--- config.mk ---
export PLATFORM = sky130hd
export DESIGN_NAME = line_position_estimator
export DESIGN_NICKNAME = d
export VERILOG_FILES = /design/src/design/lpe_pkg.sv /design/src/design/lpe_div.sv /design/src/design/lpe_datapath.sv /design/src/design/lpe_ctrl.sv /design/src/design/line_position_estimator.sv
export SDC_FILE = /design/constraint.sdc
export NUM_CORES = 2
export LEC_CHECK = 0
export ABC_AREA = 1
export BUFFER_PORTS_ARGS = -buffer_cell sky130_fd_sc_hd__buf_2
export CAP_MARGIN = 20
export CELL_PAD_IN_SITES_DETAIL_PLACEMENT = 0
export CELL_PAD_IN_SITES_GLOBAL_PLACEMENT = 1
export CORE_MARGIN = 2
export CORE_UTILIZATION = 35
export DETAILED_ROUTE_END_ITERATION = 12
export GPL_ROUTABILITY_DRIVEN = 0
export PLACE_DENSITY = 0.62
export SYNTH_ARGS = -nofsm -noshare
export SYNTH_HDL_FRONTEND = slang
export SYNTH_SLANG_ARGS = --single-unit
--- constraint.sdc ---
create_clock -name clk_i -period 14.31 [get_ports clk_i]
set_clock_uncertainty 0.1 [all_clocks]
set_input_delay 2.1465 -clock clk_i [delete_from_list [all_inputs] [get_ports clk_i]]
set_output_delay 2.1465 -clock clk_i [all_outputs]
set_load 0.02 [all_outputs]
--- src/design/lpe_pkg.sv ---
// Shared types and constants for the line position estimator.
package lpe_pkg;

  localparam int Channels     = 8;
  localparam int PositionStep = 128;
  localparam int SampleBits   = 12;
  localparam int ChBits       = 3;
  localparam int LevelMax     = (1 << SampleBits) - 1;

  localparam logic [1:0] KIND_ON_LINE = 2'd0;
  localparam logic [1:0] KIND_LEFT    = 2'd1;
  localparam logic [1:0] KIND_RIGHT   = 2'd2;
  localparam logic [1:0] KIND_CENTRE  = 2'd3;

  localparam logic [2:0] REG_OFF_LO = 3'd0;
  localparam logic [2:0] REG_OFF_HI = 3'd1;
  localparam logic [2:0] REG_SPN_LO = 3'd2;
  localparam logic [2:0] REG_SPN_HI = 3'd3;
  localparam logic [2:0] REG_THRESH = 3'd4;
  localparam logic [2:0] REG_LIMIT  = 3'd5;

  typedef struct packed {
    logic [47:0] off_lo;
    logic [47:0] off_hi;
    logic [47:0] spn_lo;
    logic [47:0] spn_hi;
    logic [11:0] thresh;
    logic [9:0]  limit;
  } cfg_t;

  typedef enum logic [6:0] {
    ST_IDLE = 7'b0000001,
    ST_NORM = 7'b0000010,
    ST_NDIV = 7'b0000100,
    ST_SCAN = 7'b0001000,
    ST_CENT = 7'b0010000,
    ST_CDIV = 7'b0100000,
    ST_DONE = 7'b1000000
  } state_e;

  typedef struct packed {
    logic             load;
    logic             norm_start;
    logic             norm_finish;
    logic [ChBits-1:0] ch;
    logic             scan;
    logic             cent_start;
    logic             cent_side;
    logic             cent_finish;
    logic             finish;
  } cmd_t;

  typedef struct packed {
    logic div_done;
    logic seen;
  } sts_t;

  function automatic logic signed [12:0] weight(input logic [ChBits-1:0] i);
    int w;
    if (int'(i) < Channels / 2) w = (Channels / 2 - int'(i)) * PositionStep;
    else w = (Channels / 2 - int'(i) - 1) * PositionStep;
    return 13'(w);
  endfunction

endpackage

--- src/design/lpe_div.sv ---
// Signed truncating radix-2 divider, one quotient bit per cycle.
module lpe_div (
  input  logic               clk_i,
  input  logic               rst_ni,
  input  logic               start_i,
  input  logic signed [31:0] num_i,
  input  logic        [15:0] den_i,
  output logic               done_o,
  output logic signed [31:0] quot_o
);
  logic [31:0] rem_q, rem_d, quo_q, quo_d;
  logic [15:0] den_q;
  logic        neg_q, busy_q, busy_d;
  logic [5:0]  cnt_q, cnt_d;
  logic [32:0] trial;
  logic [31:0] absn;

  assign absn  = num_i[31] ? 32'(-num_i) : num_i;
  assign trial = {rem_q, quo_q[31]} - {17'd0, den_q};

  always_comb begin
    rem_d  = rem_q;
    quo_d  = quo_q;
    busy_d = busy_q;
    cnt_d  = cnt_q;
    if (start_i) begin
      rem_d = '0; quo_d = absn; busy_d = 1'b1; cnt_d = 6'd32;
    end else if (busy_q) begin
      if (!trial[32]) rem_d = trial[31:0];
      else rem_d = {rem_q[30:0], quo_q[31]};
      quo_d  = {quo_q[30:0], !trial[32]};
      cnt_d  = cnt_q - 6'd1;
      busy_d = (cnt_q != 6'd1);
    end
  end

  always_ff @(posedge clk_i or negedge rst_ni) begin
    if (!rst_ni) begin
      busy_q <= 1'b0;
      cnt_q  <= '0;
    end else begin
      busy_q <= busy_d;
      cnt_q  <= cnt_d;
    end
  end

  always_ff @(posedge clk_i) begin
    rem_q <= rem_d;
    quo_q <= quo_d;
    if (start_i) begin
      den_q <= den_i;
      neg_q <= num_i[31];
    end
  end

  assign done_o = busy_q && (cnt_q == 6'd1);
  assign quot_o = neg_q ? 32'(-quo_d) : quo_d;
endmodule

--- src/design/lpe_datapath.sv ---
// Normalisation, filtering, edge search and centroid datapath.
module lpe_datapath (
  input  logic                 clk_i,
  input  logic                 rst_ni,
  input  lpe_pkg::cfg_t        cfg_i,
  input  logic [95:0]          raw_i,
  input  lpe_pkg::cmd_t        cmd_i,
  output lpe_pkg::sts_t        sts_o,
  output logic [46:0]          res_o
);
  logic [11:0] raw_q [lpe_pkg::Channels];
  logic [11:0] lvl_q [lpe_pkg::Channels];
  logic [2:0]  hi_q, lo_q;
  logic        seen_q;
  logic signed [10:0] hpos_q, lpos_q;
  logic [1:0]  kind_q;
  logic        div_start, div_done;
  logic signed [31:0] num, quot;
  logic [15:0] den;
  logic [11:0] off, spn;
  logic [95:0] offs, spns;
  logic signed [31:0] cacc;
  logic [15:0] csum;
  logic [2:0]  cc, cl, cr;
  logic signed [31:0] v;
  logic [11:0] vc;
  logic signed [10:0] cq;
  logic [10:0] mh, ml;
  logic        seen_c;
  logic [2:0]  hi_c, lo_c;

  assign offs = {cfg_i.off_hi, cfg_i.off_lo};
  assign spns = {cfg_i.spn_hi, cfg_i.spn_lo};
  assign off  = offs[12*cmd_i.ch +: 12];
  assign spn  = spns[12*cmd_i.ch +: 12];

  assign cc = cmd_i.cent_side ? lo_q : hi_q;
  assign cl = (cc == 3'd0) ? cc : cc - 3'd1;
  assign cr = (cc == 3'd7) ? cc : cc + 3'd1;

  always_comb begin
    cacc = 32'(lpe_pkg::weight(cc)) * $signed({1'b0, lvl_q[cc]}) * 2
         + 32'(lpe_pkg::weight(cl)) * $signed({1'b0, lvl_q[cl]})
         + 32'(lpe_pkg::weight(cr)) * $signed({1'b0, lvl_q[cr]})
         - 32'(lpe_pkg::weight(cc)) * $signed({1'b0, lvl_q[cc]});
    csum = 16'(lvl_q[cc]) + 16'(lvl_q[cl]) + 16'(lvl_q[cr]);
  end

  assign div_start = cmd_i.norm_start || cmd_i.cent_start;
  assign num = cmd_i.norm_start
             ? (32'($signed({1'b0, raw_q[cmd_i.ch]})) - 32'($signed({1'b0, off}))) * 1000
             : cacc;
  assign den = cmd_i.norm_start ? 16'(spn) : csum;

  lpe_div u_div (
    .clk_i, .rst_ni, .start_i(div_start), .num_i(num), .den_i(den),
    .done_o(div_done), .quot_o(quot)
  );

  always_comb begin
    v = 32'sd1000 - quot;
    if (spn == 12'd0 || v < 0) vc = '0;
    else if (v > lpe_pkg::LevelMax) vc = 12'(lpe_pkg::LevelMax);
    else vc = v[11:0];
    if (quot > 1023) cq = 11'sd1023;
    else if (quot < -1024) cq = -11'sd1024;
    else cq = quot[10:0];
  end

  always_comb begin
    seen_c = 1'b0;
    hi_c   = '0;
    lo_c   = '0;
    for (int i = 0; i < lpe_pkg::Channels; i++)
      if (lvl_q[i] > cfg_i.thresh) begin seen_c = 1'b1; hi_c = 3'(i); end
    for (int i = lpe_pkg::Channels - 1; i >= 0; i--)
      if (lvl_q[i] > cfg_i.thresh) lo_c = 3'(i);
  end

  always_ff @(posedge clk_i) begin
    if (cmd_i.load) begin
      for (int i = 0; i < lpe_pkg::Channels; i++) raw_q[i] <= raw_i[12*i +: 12];
    end
  end

  always_ff @(posedge clk_i or negedge rst_ni) begin
    if (!rst_ni) begin
      for (int i = 0; i < lpe_pkg::Channels; i++) lvl_q[i] <= '0;
      hpos_q <= '0; lpos_q <= '0; seen_q <= 1'b0; kind_q <= '0;
      hi_q <= '0; lo_q <= '0;
    end else begin
      if (cmd_i.norm_finish)
        lvl_q[cmd_i.ch] <= 12'((14'(lvl_q[cmd_i.ch]) * 3 + 14'(vc)) >> 2);
      if (cmd_i.scan) begin
        seen_q <= seen_c;
        hi_q   <= hi_c;
        lo_q   <= lo_c;
      end
      if (cmd_i.cent_finish) begin
        if (cmd_i.cent_side) lpos_q <= cq;
        else hpos_q <= cq;
      end
      if (cmd_i.finish) begin
        if (seen_q) kind_q <= lpe_pkg::KIND_ON_LINE;
        else if (hpos_q < -$signed({1'b0, cfg_i.limit})) kind_q <= lpe_pkg::KIND_LEFT;
        else if (hpos_q > $signed({1'b0, cfg_i.limit})) kind_q <= lpe_pkg::KIND_RIGHT;
        else kind_q <= lpe_pkg::KIND_CENTRE;
      end
    end
  end

  assign mh = hpos_q[10] ? 11'(-hpos_q) : hpos_q;
  assign ml = lpos_q[10] ? 11'(-lpos_q) : lpos_q;
  assign sts_o.div_done = div_done;
  assign sts_o.seen = seen_q;
  assign res_o = {seen_q, kind_q,
                  (mh < ml) ? lpos_q : hpos_q,
                  (mh < ml) ? hpos_q : lpos_q,
                  lpos_q, hpos_q};
endmodule

--- src/design/lpe_ctrl.sv ---
// Sequencing state machine for one frame.
module lpe_ctrl (
  input  logic          clk_i,
  input  logic          rst_ni,
  input  logic          in_fire_i,
  input  logic          out_free_i,
  input  lpe_pkg::sts_t sts_i,
  output lpe_pkg::cmd_t cmd_o,
  output logic          busy_o,
  output logic          out_load_o
);
  lpe_pkg::state_e st_q, st_d;
  logic [2:0] ch_q, ch_d;
  logic       side_q, side_d;

  always_comb begin
    st_d = st_q; ch_d = ch_q; side_d = side_q;
    cmd_o = '0;
    cmd_o.ch = ch_q;
    cmd_o.cent_side = side_q;
    out_load_o = 1'b0;
    unique case (st_q)
      lpe_pkg::ST_IDLE: if (in_fire_i) begin
        cmd_o.load = 1'b1; ch_d = '0; st_d = lpe_pkg::ST_NORM;
      end
      lpe_pkg::ST_NORM: begin
        cmd_o.norm_start = 1'b1; st_d = lpe_pkg::ST_NDIV;
      end
      lpe_pkg::ST_NDIV: if (sts_i.div_done) begin
        cmd_o.norm_finish = 1'b1;
        ch_d = ch_q + 3'd1;
        st_d = (ch_q == 3'd7) ? lpe_pkg::ST_SCAN : lpe_pkg::ST_NORM;
      end
      lpe_pkg::ST_SCAN: begin
        cmd_o.scan = 1'b1; side_d = 1'b0; st_d = lpe_pkg::ST_CENT;
      end
      lpe_pkg::ST_CENT: begin
        if (sts_i.seen) begin
          cmd_o.cent_start = 1'b1; st_d = lpe_pkg::ST_CDIV;
        end else begin
          st_d = lpe_pkg::ST_DONE;
        end
      end
      lpe_pkg::ST_CDIV: if (sts_i.div_done) begin
        cmd_o.cent_finish = 1'b1;
        side_d = !side_q;
        st_d = side_q ? lpe_pkg::ST_DONE : lpe_pkg::ST_CENT;
      end
      lpe_pkg::ST_DONE: begin
        if (!side_q) begin
          cmd_o.finish = 1'b1; side_d = 1'b1;
        end else if (out_free_i) begin
          out_load_o = 1'b1; side_d = 1'b0; st_d = lpe_pkg::ST_IDLE;
        end
      end
      default: st_d = lpe_pkg::ST_IDLE;
    endcase
  end

  always_ff @(posedge clk_i or negedge rst_ni) begin
    if (!rst_ni) begin
      st_q <= lpe_pkg::ST_IDLE; ch_q <= '0; side_q <= 1'b0;
    end else begin
      st_q <= st_d; ch_q <= ch_d; side_q <= side_d;
    end
  end

  assign busy_o = (st_q != lpe_pkg::ST_IDLE);

`ifndef SYNTHESIS
  a_load_idle: assert property (@(posedge clk_i) disable iff (!rst_ni)
    cmd_o.load |-> st_q == lpe_pkg::ST_IDLE) else $error("load outside idle");
  a_onehot: assert property (@(posedge clk_i) disable iff (!rst_ni)
    $onehot(st_q)) else $error("state not one-hot");
  a_scan_next: assert property (@(posedge clk_i) disable iff (!rst_ni)
    cmd_o.scan |=> st_q == lpe_pkg::ST_CENT) else $error("scan sequence");
`endif
endmodule

--- src/design/line_position_estimator.sv ---
// Top level of the line position estimator.
// Frames are handled one at a time on one shared divider: eight normalising
// divisions, then a centroid division for each side when the line is seen. The
// result waits in an output register, and the input is ready again in the same cycle
// as the result becomes valid. A frame whose result finds that register still full
// holds there, and the input stays stalled until the register is free.
module line_position_estimator (
  input  logic        clk_i,
  input  logic        rst_ni,
  input  logic        psel,
  input  logic        penable,
  input  logic        pwrite,
  input  logic [5:0]  paddr,
  input  logic [63:0] pwdata,
  output logic [63:0] prdata,
  output logic        pready,
  input  logic        s_axis_tvalid,
  output logic        s_axis_tready,
  input  logic [95:0] s_axis_tdata,  // raw_ch0 .. raw_ch7
  output logic        m_axis_tvalid,
  input  logic        m_axis_tready,
  output logic [47:0] m_axis_tdata,  // high, low, nearest, farthest
  output logic [2:0]  m_axis_tuser   // lost_kind, line_seen
);
  lpe_pkg::cfg_t cfg_q;
  lpe_pkg::cmd_t cmd;
  lpe_pkg::sts_t sts;
  logic busy, out_load, ov_q;
  logic [46:0] res, od_q;
  logic [2:0] idx;

  assign pready = 1'b1;
  assign idx = paddr[5:3];

  always_ff @(posedge clk_i or negedge rst_ni) begin
    if (!rst_ni) begin
      cfg_q.off_lo <= '0; cfg_q.off_hi <= '0;
      cfg_q.spn_lo <= '1; cfg_q.spn_hi <= '1;
      cfg_q.thresh <= 12'd500; cfg_q.limit <= 10'd410;
    end else if (psel && penable && pwrite) begin
      unique case (idx)
        lpe_pkg::REG_OFF_LO: cfg_q.off_lo <= pwdata[47:0];
        lpe_pkg::REG_OFF_HI: cfg_q.off_hi <= pwdata[47:0];
        lpe_pkg::REG_SPN_LO: cfg_q.spn_lo <= pwdata[47:0];
        lpe_pkg::REG_SPN_HI: cfg_q.spn_hi <= pwdata[47:0];
        lpe_pkg::REG_THRESH: cfg_q.thresh <= pwdata[11:0];
        lpe_pkg::REG_LIMIT:  cfg_q.limit  <= pwdata[9:0];
        default: ;
      endcase
    end
  end

  always_comb begin
    unique case (idx)
      lpe_pkg::REG_OFF_LO: prdata = 64'(cfg_q.off_lo);
      lpe_pkg::REG_OFF_HI: prdata = 64'(cfg_q.off_hi);
      lpe_pkg::REG_SPN_LO: prdata = 64'(cfg_q.spn_lo);
      lpe_pkg::REG_SPN_HI: prdata = 64'(cfg_q.spn_hi);
      lpe_pkg::REG_THRESH: prdata = 64'(cfg_q.thresh);
      lpe_pkg::REG_LIMIT:  prdata = 64'(cfg_q.limit);
      default: prdata = '0;
    endcase
  end

  assign s_axis_tready = !busy;

  lpe_ctrl u_ctrl (
    .clk_i, .rst_ni, .in_fire_i(s_axis_tvalid && s_axis_tready),
    .out_free_i(!ov_q || m_axis_tready), .sts_i(sts), .cmd_o(cmd),
    .busy_o(busy), .out_load_o(out_load)
  );

  lpe_datapath u_dp (
    .clk_i, .rst_ni, .cfg_i(cfg_q), .raw_i(s_axis_tdata), .cmd_i(cmd),
    .sts_o(sts), .res_o(res)
  );

  always_ff @(posedge clk_i or negedge rst_ni) begin
    if (!rst_ni) ov_q <= 1'b0;
    else if (out_load) ov_q <= 1'b1;
    else if (m_axis_tready) ov_q <= 1'b0;
  end

  always_ff @(posedge clk_i) begin
    if (out_load) od_q <= res;
  end

  assign m_axis_tvalid = ov_q;
  assign m_axis_tdata  = {4'd0, od_q[43:0]};
  assign m_axis_tuser  = od_q[46:44];
endmodule
==> metrics.md <==
| Metric | Value |
|---|---|
| Peak Freq | `0.0688 GHz` |
| Crit-path slowest cell | `fa_2` |
| DR iter-0 viols | `3745` |
| YS warnings | `0` |
| Largest net degree at the start of global routing | `152` |
| Design area | `0.0674 mm^2` |
| Startpoint types | `flop` |
| Routed WL | `197000 um` |
| Io pins | `291` |
| Min Tclk post-route | `14.53 ns` |
| Clk slew on worst S/H paths | `0.06 ns` |
| Worst path top cell family by delay | `adder cells` |
| CTS Buf Count | `67` |
| Worst EP arrival | `15.02 ns` |
| R2r startpoint | `u_ctrl.side_q` |
| Run status | `finished with violations` |
| Grt ovf | `0` |
| EDFF count, synth | `158` |
| Longest Clk Path Bufs | `3` |
| Initial antenna violation count | `8` |
| Min-Delay Path Class | `flop to flop` |
| Initial Utilization | `35.2%` |
| Sink Count | `582` |
| Skew-Pair Late Insertion Delay | `0.68 ns` |
| WP data required | `14.80 ns` |
| DRT Pass-1 Iters | `6` |
| H-tree depth | `3` |
| Post-synthesis area per instance | `7.86 um^2` |
| Sequential fraction of the synthesis area | `29.3%` |
| Final setup TNS | `-3.85 ns` |
| RSZ-0062 raised after global routing | `true` |
| Avg Vias per Cell | `5.07` |
| Synthesized area | `0.0518 mm^2` |
| Crit Path Class | `flop to flop` |
| Post-route ant nets | `0` |
| Input/output buffers | `250` |
| Failing checks | `setup timing` |
| Die width | `389 um` |
| Root Buffer | `clkbuf_16` |
| Max-cap violations | `0` |
| Reg2reg setup slack | `-0.22 ns` |
| Layout cells sized above 1 | `26.9%` |
| Die area | `0.151 mm^2` |
| Hold EP | `od_q[44]` |
| Die H | `389 um` |
| Fin crit share | `102%` |
| Most frequent CP cell | `inv_2` |
| Drt drc | `0` |
| Setup-failing EPs final | `32` |
| Num rows | `141` |
| Syn Inst Count | `6593` |
| Cell variety after synth | `70` |
| Ys flop type | `dfrtp_1` |
| CTS tree | `yes` |
| Relative slew slack | `24.1%` |
| Fin. Hold Viols | `0` |
| Dpl hpwl | `152000 um` |
| Hold path startpoint | `u_dp.kind_q[0]` |
| Hold path depth | `0` |
| Via count | `49100` |
| First-pass GRT wire length | `297000 um` |
| GRT Total Usage | `25.8%` |
| Placed cell area | `0.0614 mm^2` |
| Crit path max fanout | `8` |
| Setup WS post-layout | `-0.217 ns` |
| Crit path largest cell delay | `0.63 ns` |
| Core area | `0.147 mm^2` |
| Worst slew pin tran | `1.13 ns` |
| Synth-to-Final Area Change | `30.1%` |
| DR WL/cell | `20.4 um` |
| # hold bufs at CTS | `0` |
| RR Endpoint | `u_dp.lvl_q[11]` |
| Final net count | `8614` |
| Crit end category | `flop` |
| R2R depth | `86` |
| Post-synthesis register bit count | `582` |
| WP buf/inv | `24` |
| Slew Viols, Final | `0` |
| Vias in the first global route | `48400` |
| Async SR Flop Fraction | `61.9%` |
-- cell usage after synthesis (all sizes together), types with 64 or more instances --
cell type	number	area (um^2)
a21oi	240	1200
clkbuf	164	616
o21ai	616	3120
inv	1227	4610
fa	344	6890
dfstp	108	2840
nand3	307	1640
ha	397	4970
a221oi	69	604
nor2	432	1740
o22ai	73	457
xor2	102	916
buf	64	395
a22oi	100	751
nand4	74	463
dfxtp	64	1280
dfrtp	252	6310
edfxtp	158	4740
nand2	1456	5640
-- area by class of cell --
class                           count  area, um^2
Multi-Input combinational cell   4567       33500
Clock inverter                     27         314
Inverter                         1237        4690
Tap cell                         1930        2410
Sequential cell                   582       15200
Fill cell                       14700       79900
Timing Repair Buffer             1245        9460
Antenna cell                        2        5.00
Clock buffer                       96        1870
-- worst register-to-register path: cells and delay by family, from the launching register on --
kind                     cells  cell delay (ns)
XOR/XNOR                     2             0.38
AO/OA/AOI/OAI               25             3.29
adder cells (fa/ha/maj)     11             4.77
AND/OR/NAND/NOR             24             3.08
flip-flops                   1             0.48
buffers and inverters       24             2.34
-- metal layers --
layer	GRT usage, %	vias to the layer above	share of wire [%]
met4	8.58	8	3.6
li1	-	23700	-
met1	35.7	23700	45
met5	0	-	0.025
met3	3.25	286	5.5
met2	41.5	1413	46
-- cells by family after synthesis --
| family | synth area share (%) |
|---|---|
| compound gates | 14.8 |
| xor+xnor | 2.70 |
| fa+ha+maj | 22.9 |
| buf+inv | 10.9 |
| flops | 29.3 |
| mux | 0.0193 |
| other cells | 0.0145 |
| simple gates | 19.3 |
-- placed cells by master, fill, tap and decap left out, types with 38 or more instances in the layout --
| cell | netlist | layout |
|---|---|---|
| nand2_1 | 1403 | 1306 |
| inv_1 | 1201 | 1139 |
| buf_4 | 23 | 899 |
| o21ai_0 | 585 | 497 |
| ha_1 | 397 | 349 |
| nor2_1 | 402 | 331 |
| fa_1 | 344 | 327 |
| nand3_1 | 289 | 254 |
| dfrtp_1 | 252 | 251 |
| buf_2 | 16 | 250 |
| a21oi_1 | 239 | 186 |
| edfxtp_1 | 158 | 158 |
| nand2_2 | 44 | 114 |
| dfstp_2 | 108 | 108 |
| a22oi_1 | 100 | 100 |
| xor2_1 | 99 | 93 |
| inv_2 | 25 | 77 |
| nand4_1 | 74 | 74 |
| clkbuf_16 | 0 | 69 |
| o22ai_1 | 73 | 68 |
| a221oi_1 | 69 | 68 |
| dfxtp_1 | 64 | 64 |
| nor2_2 | 21 | 63 |
| o21ai_1 | 20 | 62 |
| o211ai_1 | 54 | 54 |
| buf_6 | 5 | 53 |
| xnor2_1 | 52 | 47 |
| o21ai_2 | 11 | 47 |
| a21oi_2 | 1 | 45 |
| nand3_2 | 16 | 43 |
| ha_4 | 0 | 40 |
| nor2_4 | 9 | 38 |
-- state kept, by name (all words and copies together), names as in the netlist, 2 cells and up --
| register | count |
|---|---|
| u_dp.u_div.quo_q | 32 |
| u_dp.u_div.den_q | 14 |
| u_dp.lo_q | 3 |
| u_dp.hi_q | 3 |
| u_dp.lvl_q | 96 |
| od_q | 47 |
| u_dp.u_div.rem_q | 32 |
| u_ctrl.ch_q | 3 |
| u_dp.hpos_q | 11 |
| u_ctrl.st_q | 7 |
| u_dp.lpos_q | 11 |
| cfg_q | 214 |
| u_dp.u_div.cnt_q | 6 |
| u_dp.kind_q | 2 |
| u_dp.raw_q | 96 |
-- worst max path at each step --
stage | startpoint | endpoint | slack [ns] | depth (start not counted)
after detailed placement | u_ctrl.side_q | u_dp.lvl_q[35] | -1.78 | 86
after CTS | u_ctrl.side_q | u_dp.lvl_q[45] | -0.16 | 90
after global placement | u_ctrl.side_q | u_dp.lvl_q[23] | -1.71 | 85
after global routing | u_ctrl.side_q | u_dp.lvl_q[35] | -0.94 | 93
after floorplan | u_ctrl.side_q | u_dp.lvl_q[47] | 0.007 | 89
final | u_ctrl.side_q | u_dp.lvl_q[11] | -0.22 | 86
-- repair_timing --
action	4_1_cts	5_1_grt
pin swaps	220	209
gates cloned	3	2
gates resized for setup	418	314
buffers inserted	100	39
setup endpoints to repair	96	96
-- stage by stage --
step                setup WS, ns  instances  util (%)  hold slack [ns]
finish                    -0.217       9686      45.7            0.370
CTS                       -0.162       9647      44.8            0.369
global placement           -1.71       9423      41.7            0.343
floorplan                0.00707       6613         -            0.325
global route              -0.942       9685      45.7            0.385
detailed placement         -1.78       9424      41.7            0.349
Power is left out: the tool's default activity adds up to more than one toggle a clock period on the data nets, which glitch-free logic cannot reach.
